--- config.mk ---
export PLATFORM = sky130hd
export DESIGN_NAME = bankers_safety_check
export DESIGN_NICKNAME = d
export VERILOG_FILES = /design/src/rtl/bsc_pkg.sv /design/src/rtl/bsc_ctrl.sv /design/src/rtl/bsc_dp.sv /design/src/rtl/bankers_safety_check.sv
export SDC_FILE = /design/constraint.sdc
export NUM_CORES = 2
export LEC_CHECK = 0
export ABC_AREA = 1
export BUFFER_PORTS_ARGS = -buffer_cell sky130_fd_sc_hd__buf_2
export CORE_ASPECT_RATIO = 1.25
export CORE_MARGIN = 5
export CORE_UTILIZATION = 55
export CTS_CLUSTER_SIZE = 30
export DETAILED_ROUTE_END_ITERATION = 16
export PLACE_DENSITY_LB_ADDON = 0.3
export SLEW_MARGIN = 20
export SYNTH_ARGS = -nofsm -noshare
export SYNTH_HDL_FRONTEND = slang
export SYNTH_SLANG_ARGS = --single-unit
export TNS_END_PERCENT = 50
--- constraint.sdc ---
create_clock -name clk -period 7.1 [get_ports clk]
set_input_delay 1.775 -clock clk [delete_from_list [all_inputs] [get_ports clk]]
set_output_delay 1.775 -clock clk [all_outputs]
set_load 0.05 [all_outputs]
--- src/rtl/bsc_pkg.sv ---
// Package: shared constants, payload structs and controller/datapath link types.
package bsc_pkg;

  localparam int unsigned MaxProcsDef = 8;
  localparam int unsigned MaxResDef   = 4;
  localparam int unsigned AmtW        = 8;
  localparam int unsigned WorkW       = 12;
  localparam logic [WorkW-1:0] WorkMax = 12'hFFF;

  localparam logic [2:0] ReqAlloc = 3'd0;
  localparam logic [2:0] ReqMax   = 3'd1;
  localparam logic [2:0] ReqAvail = 3'd2;
  localparam logic [2:0] ReqCheck = 3'd3;
  localparam logic [2:0] ReqGrant = 3'd4;

  localparam logic [2:0] StLoaded   = 3'd0;
  localparam logic [2:0] StSafe     = 3'd1;
  localparam logic [2:0] StUnsafe   = 3'd2;
  localparam logic [2:0] StExceeds  = 3'd3;
  localparam logic [2:0] StNotAvail = 3'd4;
  localparam logic [2:0] StBadProc  = 3'd5;

  localparam logic CfgNumProcs = 1'b0;
  localparam logic CfgNumRes   = 1'b1;

  typedef struct packed {
    logic [2:0] req_type;
    logic [2:0] proc_id;
    logic [7:0] amt0;
    logic [7:0] amt1;
    logic [7:0] amt2;
    logic [7:0] amt3;
  } in_item_t;

  typedef struct packed {
    logic [2:0] status;
    logic [2:0] seq_proc;
    logic       last;
  } out_item_t;

  // Controller -> datapath commands
  typedef struct packed {
    logic latch;      // capture input item
    logic load_row;   // write alloc/max/avail row
    logic grant_chk;  // evaluate request against need and avail
    logic apply;      // apply tentative grant
    logic restore;    // undo tentative grant
    logic init;       // work = avail, clear finish, count, index
    logic step;       // examine current process
    logic emit_init;  // reset output pointer
    logic emit;       // advance output pointer
  } bsc_cmd_t;

  // Datapath -> controller status
  typedef struct packed {
    logic       bad_proc;
    logic       is_grant;
    logic       is_check;
    logic       is_load;
    logic       bad_type;
    logic       exceeds;
    logic       not_avail;
    logic       scan_done;
    logic       safe;
    logic       emit_last;
  } bsc_stat_t;

endpackage

--- src/rtl/bsc_ctrl.sv ---
// Controller state machine sequencing loads, requests, scan and emission.
module bsc_ctrl (
  input  logic               clk,
  input  logic               rst,
  input  logic               start,
  output logic               busy,
  input  bsc_pkg::bsc_stat_t stat,
  output bsc_pkg::bsc_cmd_t  cmd,
  output logic               strobe,
  output logic [2:0]         st_code,
  output logic               st_emit
);

  typedef enum logic [7:0] {
    S_IDLE   = 8'b0000_0001,
    S_DEC    = 8'b0000_0010,
    S_GCHK   = 8'b0000_0100,
    S_INIT   = 8'b0000_1000,
    S_SCAN   = 8'b0001_0000,
    S_EMIT   = 8'b0010_0000,
    S_RESTOR = 8'b0100_0000,
    S_FIN    = 8'b1000_0000
  } state_t;

  state_t state, state_next;
  logic grant_run, grant_run_next;

  always_ff @(posedge clk) begin
    if (rst) begin
      state <= S_IDLE;
      grant_run <= 1'b0;
    end else begin
      state <= state_next;
      grant_run <= grant_run_next;
    end
  end

  // Sequence the item
  always_comb begin
    state_next = state;
    grant_run_next = grant_run;
    cmd = '0;
    strobe = 1'b0;
    st_code = bsc_pkg::StLoaded;
    st_emit = 1'b0;
    unique case (state)
      S_IDLE: begin
        if (start) begin
          cmd.latch = 1'b1;
          state_next = S_DEC;
        end
      end
      S_DEC: begin
        priority if (stat.bad_type) begin
          state_next = S_IDLE;
        end else if (stat.is_check) begin
          grant_run_next = 1'b0;
          state_next = S_INIT;
        end else if (stat.bad_proc) begin
          strobe = 1'b1;
          st_code = bsc_pkg::StBadProc;
          state_next = S_IDLE;
        end else if (stat.is_load) begin
          cmd.load_row = 1'b1;
          strobe = 1'b1;
          st_code = bsc_pkg::StLoaded;
          state_next = S_IDLE;
        end else begin
          cmd.grant_chk = 1'b1;
          state_next = S_GCHK;
        end
      end
      S_GCHK: begin
        priority if (stat.exceeds) begin
          strobe = 1'b1;
          st_code = bsc_pkg::StExceeds;
          state_next = S_IDLE;
        end else if (stat.not_avail) begin
          strobe = 1'b1;
          st_code = bsc_pkg::StNotAvail;
          state_next = S_IDLE;
        end else begin
          cmd.apply = 1'b1;
          grant_run_next = 1'b1;
          state_next = S_INIT;
        end
      end
      S_INIT: begin
        cmd.init = 1'b1;
        state_next = S_SCAN;
      end
      S_SCAN: begin
        if (stat.scan_done) begin
          cmd.emit_init = 1'b1;
          if (stat.safe) begin
            state_next = S_EMIT;
          end else begin
            strobe = 1'b1;
            st_code = bsc_pkg::StUnsafe;
            state_next = S_FIN;
          end
        end else begin
          cmd.step = 1'b1;
        end
      end
      S_EMIT: begin
        strobe = 1'b1;
        st_code = bsc_pkg::StSafe;
        st_emit = 1'b1;
        cmd.emit = 1'b1;
        if (stat.emit_last) state_next = S_FIN;
      end
      S_FIN: begin
        if (grant_run) cmd.restore = 1'b1;
        grant_run_next = 1'b0;
        state_next = S_IDLE;
      end
      S_RESTOR: state_next = S_IDLE;
      default: state_next = S_IDLE;
    endcase
  end

  assign busy = (state != S_IDLE);

endmodule

--- src/rtl/bsc_dp.sv ---
// Datapath: tables, work vector, scan counters and safe sequence buffer.
module bsc_dp #(
  parameter int unsigned MAX_PROCS = bsc_pkg::MaxProcsDef,
  parameter int unsigned MAX_RES   = bsc_pkg::MaxResDef
) (
  input  logic               clk,
  input  logic               rst,
  input  bsc_pkg::in_item_t  in_item,
  input  logic [3:0]         num_procs,
  input  logic [2:0]         num_res,
  input  bsc_pkg::bsc_cmd_t  cmd,
  output bsc_pkg::bsc_stat_t stat,
  output logic [2:0]         emit_proc
);

  localparam int unsigned PW = (MAX_PROCS > 1) ? $clog2(MAX_PROCS) : 1;
  localparam int unsigned CW = $clog2(MAX_PROCS + 1);
  localparam int unsigned RCW = $clog2(MAX_RES + 1);
  localparam int unsigned AW = bsc_pkg::AmtW;
  localparam int unsigned WW = bsc_pkg::WorkW;

  logic [AW-1:0] alloc_tab [MAX_PROCS][MAX_RES];
  logic [AW-1:0] max_tab   [MAX_PROCS][MAX_RES];
  logic [AW-1:0] avail     [MAX_RES];
  logic [WW-1:0] work      [MAX_RES];
  logic [MAX_PROCS-1:0] finish;
  logic [PW-1:0] seq_buf [MAX_PROCS];

  bsc_pkg::in_item_t item;
  logic [AW-1:0] amt [MAX_RES];
  logic [PW-1:0] idx;
  logic [CW-1:0] pass, count, optr;
  logic          exceeds, not_avail;

  // Clamp configuration
  logic [CW-1:0] np;
  logic [RCW-1:0] nr;
  always_comb begin
    if (num_procs == 4'd0) np = CW'(1);
    else if (32'(num_procs) > MAX_PROCS) np = CW'(MAX_PROCS);
    else np = CW'(num_procs);
    if (num_res == 3'd0) nr = RCW'(1);
    else if (32'(num_res) > MAX_RES) nr = RCW'(MAX_RES);
    else nr = RCW'(num_res);
  end

  // Unpack amounts; types beyond the fourth get zero
  always_comb begin
    for (int j = 0; j < MAX_RES; j++) begin
      unique case (j)
        0: amt[j] = item.amt0;
        1: amt[j] = item.amt1;
        2: amt[j] = item.amt2;
        3: amt[j] = item.amt3;
        default: amt[j] = '0;
      endcase
    end
  end

  logic [PW-1:0] pid;
  logic proc_ok;
  assign proc_ok = ({1'b0, item.proc_id} < 4'(np)) && (32'(item.proc_id) < MAX_PROCS);
  assign pid = PW'(item.proc_id);

  // Compare a request against claim and availability
  logic exceeds_c, not_avail_c;
  always_comb begin
    exceeds_c = 1'b0;
    not_avail_c = 1'b0;
    for (int j = 0; j < MAX_RES; j++) begin
      if (j < 32'(nr)) begin
        if ({1'b0, amt[j]} + {1'b0, alloc_tab[pid][j]} > {1'b0, max_tab[pid][j]})
          exceeds_c = 1'b1;
        if (amt[j] > avail[j]) not_avail_c = 1'b1;
      end
    end
  end

  // Fit test for the current scan process
  logic fits;
  always_comb begin
    fits = 1'b1;
    for (int j = 0; j < MAX_RES; j++) begin
      if (j < 32'(nr) && max_tab[idx][j] > alloc_tab[idx][j] &&
          WW'(max_tab[idx][j] - alloc_tab[idx][j]) > work[j])
        fits = 1'b0;
    end
  end

  logic take;
  assign take = cmd.step && !finish[idx] && fits;

  always_ff @(posedge clk) begin
    if (rst) begin
      for (int i = 0; i < MAX_PROCS; i++)
        for (int j = 0; j < MAX_RES; j++) begin
          alloc_tab[i][j] <= '0;
          max_tab[i][j] <= '0;
        end
      for (int j = 0; j < MAX_RES; j++) begin
        avail[j] <= '0;
        work[j] <= '0;
      end
      finish <= '0;
      idx <= '0;
      pass <= '0;
      count <= '0;
      optr <= '0;
      exceeds <= 1'b0;
      not_avail <= 1'b0;
    end else begin
      if (cmd.latch) item <= in_item;
      // Write one row
      if (cmd.load_row) begin
        for (int j = 0; j < MAX_RES; j++) begin
          unique case (item.req_type)
            bsc_pkg::ReqAlloc: alloc_tab[pid][j] <= amt[j];
            bsc_pkg::ReqMax:   max_tab[pid][j] <= amt[j];
            default:           avail[j] <= amt[j];
          endcase
        end
      end
      // Evaluate request
      if (cmd.grant_chk) begin
        exceeds <= exceeds_c;
        not_avail <= not_avail_c;
      end
      // Tentative grant and its undo
      if (cmd.apply || cmd.restore) begin
        for (int j = 0; j < MAX_RES; j++) begin
          if (j < 32'(nr)) begin
            if (cmd.apply) begin
              avail[j] <= avail[j] - amt[j];
              alloc_tab[pid][j] <= alloc_tab[pid][j] + amt[j];
            end else begin
              avail[j] <= avail[j] + amt[j];
              alloc_tab[pid][j] <= alloc_tab[pid][j] - amt[j];
            end
          end
        end
      end
      // Start scan
      if (cmd.init) begin
        for (int j = 0; j < MAX_RES; j++) work[j] <= WW'(avail[j]);
        finish <= '0;
        idx <= '0;
        pass <= '0;
        count <= '0;
      end
      // Advance scan one process
      if (cmd.step) begin
        if (take) begin
          seq_buf[count[PW-1:0]] <= idx;
          count <= count + 1'b1;
          finish[idx] <= 1'b1;
          for (int j = 0; j < MAX_RES; j++) begin
            if (j < 32'(nr)) begin
              if ((WW+1)'(work[j]) + (WW+1)'(alloc_tab[idx][j]) > (WW+1)'(bsc_pkg::WorkMax))
                work[j] <= bsc_pkg::WorkMax;
              else
                work[j] <= work[j] + WW'(alloc_tab[idx][j]);
            end
          end
        end
        if (CW'(idx) + 1'b1 == np) begin
          idx <= '0;
          pass <= pass + 1'b1;
        end else begin
          idx <= idx + 1'b1;
        end
      end
      if (cmd.emit_init) optr <= '0;
      if (cmd.emit) optr <= optr + 1'b1;
    end
  end

  assign emit_proc = 3'(seq_buf[optr[PW-1:0]]);

  always_comb begin
    stat.bad_type  = item.req_type > bsc_pkg::ReqGrant;
    stat.is_check  = item.req_type == bsc_pkg::ReqCheck;
    stat.is_load   = item.req_type == bsc_pkg::ReqAlloc || item.req_type == bsc_pkg::ReqMax ||
                     item.req_type == bsc_pkg::ReqAvail;
    stat.is_grant  = item.req_type == bsc_pkg::ReqGrant;
    stat.bad_proc  = !proc_ok && item.req_type != bsc_pkg::ReqAvail;
    stat.exceeds   = exceeds;
    stat.not_avail = not_avail;
    stat.scan_done = (pass == np) || (count == np);
    stat.safe      = count == np;
    stat.emit_last = optr + 1'b1 == np;
  end

endmodule

--- src/rtl/bankers_safety_check.sv ---
// Top level: safety and request checker with config registers.
// Each start item is taken while busy is low. Loads and refused requests
// give one result, registered from the decode state (loads, bad process)
// or from the grant-check state (refused requests); a safety check or a
// granted request passes through an init state, then scans one process per
// cycle over up to num_procs passes (ending early once all processes
// finish), then emits the safe sequence one process per cycle with last on
// the final one, or gives one unsafe result when no safe sequence exists. Unknown
// request types give no result. Results appear on result for one cycle
// with result_valid high; the receiver cannot stall them.
module bankers_safety_check #(
  parameter int unsigned MAX_PROCS = bsc_pkg::MaxProcsDef,
  parameter int unsigned MAX_RES   = bsc_pkg::MaxResDef
) (
  input  logic              clk,
  input  logic              rst,
  input  logic              start,
  output logic              busy,
  input  bsc_pkg::in_item_t in_item,
  output logic              result_valid,
  output bsc_pkg::out_item_t result,
  input  logic              cfg_we,
  input  logic              cfg_index,
  input  logic [3:0]        cfg_data
);

  logic [3:0] num_procs;
  logic [2:0] num_res;
  bsc_pkg::bsc_cmd_t  cmd;
  bsc_pkg::bsc_stat_t stat;
  logic strobe, st_emit;
  logic [2:0] st_code, emit_proc;

  // Config registers
  always_ff @(posedge clk) begin
    if (rst) begin
      num_procs <= 4'd8;
      num_res <= 3'd4;
    end else if (cfg_we) begin
      unique case (cfg_index)
        bsc_pkg::CfgNumProcs: num_procs <= cfg_data;
        bsc_pkg::CfgNumRes:   num_res <= cfg_data[2:0];
      endcase
    end
  end

  bsc_ctrl u_ctrl (
    .clk, .rst, .start, .busy, .stat, .cmd, .strobe, .st_code, .st_emit
  );

  bsc_dp #(.MAX_PROCS(MAX_PROCS), .MAX_RES(MAX_RES)) u_dp (
    .clk, .rst, .in_item, .num_procs, .num_res, .cmd, .stat, .emit_proc
  );

  // Register the result
  always_ff @(posedge clk) begin
    if (rst) begin
      result_valid <= 1'b0;
    end else begin
      result_valid <= strobe;
    end
    result.status   <= st_code;
    result.seq_proc <= st_emit ? emit_proc : 3'd0;
    result.last     <= st_emit ? stat.emit_last : 1'b1;
  end

endmodule
# == Word level (Yosys, flattened, before mapping) ==
# Memory sizes are Yosys's and may differ from the RTL's. A register that Yosys moved wholly into a read port is not among the register bits.
# Cells that the tools add are included.
# word_totals
ff_bits,84
ramBits,616
in_bits,47
output_inout_bits,9
elab_cells,423
mem_count,5
# mem_list
name,words,width,rd,rd_ports_with_merged_regs,wr,line_no,text
u_dp.alloc_tab,8,32,2,2,8,bsc_dp.sv:22,logic [AW-1:0] alloc_tab [MAX_PROCS][MAX_RES];
u_dp.max_tab,8,32,2,2,8,bsc_dp.sv:23,logic [AW-1:0] max_tab [MAX_PROCS][MAX_RES];
u_dp.work,4,12,4,0,4,bsc_dp.sv:25,logic [WW-1:0] work [MAX_RES];
u_dp.avail,4,8,4,0,4,bsc_dp.sv:24,logic [AW-1:0] avail [MAX_RES];
u_dp.seq_buf,8,3,1,1,1,bsc_dp.sv:27,logic [PW-1:0] seq_buf [MAX_PROCS];
# op_classes
add_sub_neg,37
order_cmp,30
n_eq_ne,23
mux,240
bitwise,35
reduce_logical,33
# op_table
cell,n
two-way mux 8 bit,30
two-way mux 1 bit,150
two-way mux 12 bit,12
adder 8 bit,8
> comparator 8 bit,8
two-way mux 32 bit,2
OR reduction 32 bit,2
subtractor 8 bit,8
two-way mux 3 bit,21
adder 12 x 8 -> 13 bit,4
"> comparator 13 x 12 -> 1 bit, second input constant",4
two-way mux 4 bit,13
adder 12 x 8 -> 12 bit,4
> comparator 12 bit,4
one-hot mux 8 bit (6 select lines),1
adder 8 x 8 -> 9 bit,4
> comparator 9 x 8 -> 1 bit,4
subtractor 8 x 8 -> 9 bit,4
bitwise OR 1 bit,32
equality test 4 bit,4
"!= test 2 bit, second input constant",7
"adder 4 x 1 -> 4 bit, second input constant",3
logical AND 1 bit,12
two-way mux 2 bit,6
other kinds (37),51

# == Longest topological paths before layout ==
# depth
word_depth,17
mapped_depth,37
ltp_nobuf,33

# == Hierarchy ==
# From an unflattened synthesis, not the netlist that was laid out.
# hier_totals
hier_cells,5787
area_unflattened_um2,46537.1
# by_module_without_submodules
mod,n_inst,cells_each,area_each_um2
bsc_dp,1,5618,45356.0
bsc_ctrl,1,111,705.7
bankers_safety_check,1,58,475.5

# == Worst setup path after synthesis ==
# Ideal clock, no wire load.
# synth_path
path_kind,register to register
from,register with a tool-made name
to,memory u_dp.work[2][0] (netlist name) (enable)
setup_ps,398
arrival_time_ps,5380
slack_ps,1322
path_stages_with_launch,29
n_path_buf,5
synth_period_minus_slack_ps,5778
path_cell_list,dfxtp_1 -> buf_2 -> buf_2 -> clkbuf_1 -> clkbuf_1 -> clkbuf_1 -> nand2_1 -> o211ai_1 -> nand3_1 -> o21ai_0 -> ha_1 -> inv_1 -> fa_1 -> nand3_1 -> and2_1 -> nor3_1 -> a2111oi_0 -> ha_1 -> nand2_1 -> inv_1 -> nand2_1 -> nor2_1 -> nand2_1 -> nand3_1 -> nand3_1 -> nand2_1 -> inv_1 -> nand4_1 -> o21ai_0
# synth_rtl
item,line_no
end: declaration,bsc_dp.sv:25

==> flow_metrics.tcl <==
set metrics [dict create \
    crit_buf_inv 4 \
    grt_antenna_before_repair 5 \
    grt_pass1_vias 38605 \
    maxCapViolCount 0 \
    tritoncts "built" \
    cts_buffer_depth 3 \
    synth-edff-count 642 \
    insertion_delay_ps 650 \
    synth_area_leaders "edfxtp_1 43%, o21ai_0 9.7%, nor2_1 8.2%" \
    cpLargestDelayFamily "simple AND/OR/NAND/NOR gates" \
    ys_types 66 \
    synth_top_cell_by_area "edfxtp_1" \
    num_io_pins 56 \
    period_needed_ps 6400 \
    tightest_slew_ps 1160 \
    finalSetupViolations 0 \
    post-route-util_pct 60.3 \
    cp-end-kind "register" \
    ys_seq_elements 708 \
    fp.dieH_um 331 \
    reg2reg_slack_ps 700 \
    dp_cells 6455 \
    multi_input_area_mm2 0.0215 \
    track_usage_pct 32.3 \
    ys_seq_area_share_pct 45.5 \
    via_per_inst 6.18 \
    required_ps 7390 \
    totalWireLength_mm 147 \
    hold_viol 0 \
    postSynthCellCount 5519 \
    area_growth_pct 8.51 \
    first_pass_iters 9 \
    numCtsBuffers 75 \
    drv_slew 0 \
    grt_remaining_overflow 0 \
    rsz0062_at_grt "no" \
    p_per_area_mw_per_mm2 231 \
    hold_slack_ps 464 \
    vias 40744 \
    setup_tns_ps 0 \
    die-area_mm2 0.0883 \
    clkTransAtPathRegs_ps 70 \
    seq_area_mm2 0.0206 \
    place.gp.congestion 0.970 \
    start_kind "register" \
    hold_class "register to register" \
    slew_headroom_pct 22.4 \
    drt_iter0_markers 5330 \
    netlist_area_mm2 0.0453 \
    crit_fanout 44 \
    power_leakage_uw 0.0205 \
    min_from "u_dp.finish[1]" \
    crit_type "register to register" \
    dp_hpwl_mm 102 \
    cts-root-buf "clkbuf_16" \
    post-cts-setup-buffers 0 \
    synth_fp_nets 5864 \
    wire_per_inst_um 22.2 \
    netlist.area_leader.share_pct 42.5 \
    grt_max_degree 174 \
    hold_buffers 0 \
    power_uw 11400 \
    fmax_mhz 156 \
    rows 117 \
    final_nets 5807 \
    status "completed" \
    drive_gt1_share_pct 7.22 \
    slowest_delay_ps 720 \
    ys.flop_type "edfxtp_1" \
    drtAntennaViolNets 0 \
    crit_chain "inv_2 -> nor2_1 -> o21ai_0 -> a31oi_1 -> ha_1 -> inv_1 -> fa_1 -> nand3_1 -> nand2_1 -> a221oi_1 -> ha_1 -> nand2_1 -> nor2_1 -> and2_1 -> nand2_1 -> nand3_1 -> nand3_1 -> nand2_1 -> inv_1 -> nand4_1 -> inv_1 -> nand2_1 -> nor3_1" \
    cp_slowest_cell "dfxtp_4" \
    die_x_um 267 \
    cts_resized 0 \
    cts_max_level 3 \
    cpMostUsedCell "nand2_1" \
    vdd_drop_max_v 0.000150 \
    yosysWarnings 0 \
    syn_avg_cell_area_um2 8.21 \
    post-route-period-util_pct 90.1 \
    drc 0 \
    async_flop_share_pct 0 \
    grt_first_pass_wirelength_mm 221 \
    finClkSkew_ps 26.6 \
    fill_cells 7002 \
    fin_cells 6598 \
    initial_core_util_pct 55.6 \
    port-buffer-count 55 \
    core_mm2 0.0815 \
    cts.sinks 708 \
    arrival_ps 6690 \
]
==> layer usage <==
layer	global-route usage [%]	vias up	routed length (um)
met3	5.74	521	14600
met4	20.7	4	10000
met1	38.4	19052	52100
li1	-	18752	-
met5	0	-	21
met2	54.0	2415	69800
==> cell type report <==
type | instances | area share, %
Antenna cell | 4 | 0.0204
Clock inverter | 46 | 0.924
Tap cell | 1071 | 2.73
Inverter | 581 | 4.46
Sequential cell | 708 | 41.9
Clock buffer | 92 | 4.23
Multi-Input combinational cell | 3960 | 43.8
Timing Repair Buffer | 136 | 1.92
==> flip-flops by register name (all words and copies together), names as in the netlist, named ones only <==
register,flops
num_procs,4
num_res,3
result,7
result_valid,1
u_ctrl.grant_run,1
u_ctrl.state,7
u_dp.alloc_tab,256
u_dp.amt,32
u_dp.avail,32
u_dp.count,4
u_dp.exceeds,1
u_dp.finish,8
u_dp.idx,3
u_dp.item,3
u_dp.max_tab,256
u_dp.not_avail,1
u_dp.optr,4
u_dp.pass,4
u_dp.pid,3
u_dp.seq_buf,24
u_dp.work,48
==> tightest hold or removal path: stages (launching register included) <==
cell     delay [ps]
dfxtp_1         330
nand2_1          60
o41ai_1          50
==> placed cells by master (no fill, tap or decap), types with 9 or more instances in the layout <==
cell type	n
clkinv_2	12
edfxtp_1	642
xor2_1	74
nand4_1	24
clkinv_1	26
o22ai_1	19
inv_2	27
a221oi_1	9
buf_2	56
xnor2_1	32
nor4_1	9
nor2_1	991
nand2_1	652
or2_2	12
o211ai_1	51
a31oi_1	73
fa_1	24
nand3_1	154
a21oi_1	483
ha_1	274
clkbuf_16	81
buf_4	75
o21bai_1	12
nor3_1	24
nand2_2	44
o21ai_0	873
inv_1	538
dfxtp_1	60
==> cells by family (layout without fill, tap and decap cells) <==
kind of cell	count (synthesis)	after routing	synth area share, %
flops	708	708	45.5
other cells	0	4	0
fa+ha+maj	298	298	8.63
compound gates	1596	1596	18.8
simple gates	1960	1960	17.8
xor+xnor	106	106	2.05
buf+inv	851	855	7.24
==> through the flow <==
stage | cell area, um2 | worst slack (ps)
after floorplan | 45300 | 1320
after global placement | 46600 | 1050
after detailed placement | 46600 | 854
after CTS | 49100 | 852
after global routing | 49200 | 226
final | 49200 | 702
==> synth_stat cells, types with 7 or more instances <==
library cell and instances:
nor4_1 9, buf_2 38, nand2_2 35, nand3_1 154
inv_2 25, fa_1 24, o22ai_1 19, o211ai_1 51
ha_1 274, dfxtp_1 66, xor2_1 74, nand4_1 24
clkbuf_1 196, nand3b_1 8, buf_1 30, clkinv_1 13
a21o_1 8, nor2_1 992, or2_2 12, edfxtp_1 642
nor3_1 32, inv_1 541, o31ai_1 8, o21bai_1 12
a31oi_1 73, a21oi_1 483, nand2_1 665, a221oi_1 9
o21ai_0 874, xnor2_1 32, a211oi_1 7
==> report_power, final <==
| group | internal [uW] | switching [uW] | total (uW) | leakage [uW] |
|---|---|---|---|---|
| Clock | 2390 | 1750 | 4140 | 0.00124 |
| Combinational | 761 | 1670 | 2430 | 0.0121 |
| Sequential | 4670 | 142 | 4820 | 0.00710 |
==> final timing paths <==
kind | endpoint | depth (start not counted)
setup / recovery | u_dp.seq_buf[0][1] | 23
hold / removal | u_dp.finish[1] | 2
setup reg to reg | u_dp.seq_buf[0][1] | 23
hold reg to reg | u_dp.finish[1] | 2
Note: power is estimated with default switching activity, not from simulation.
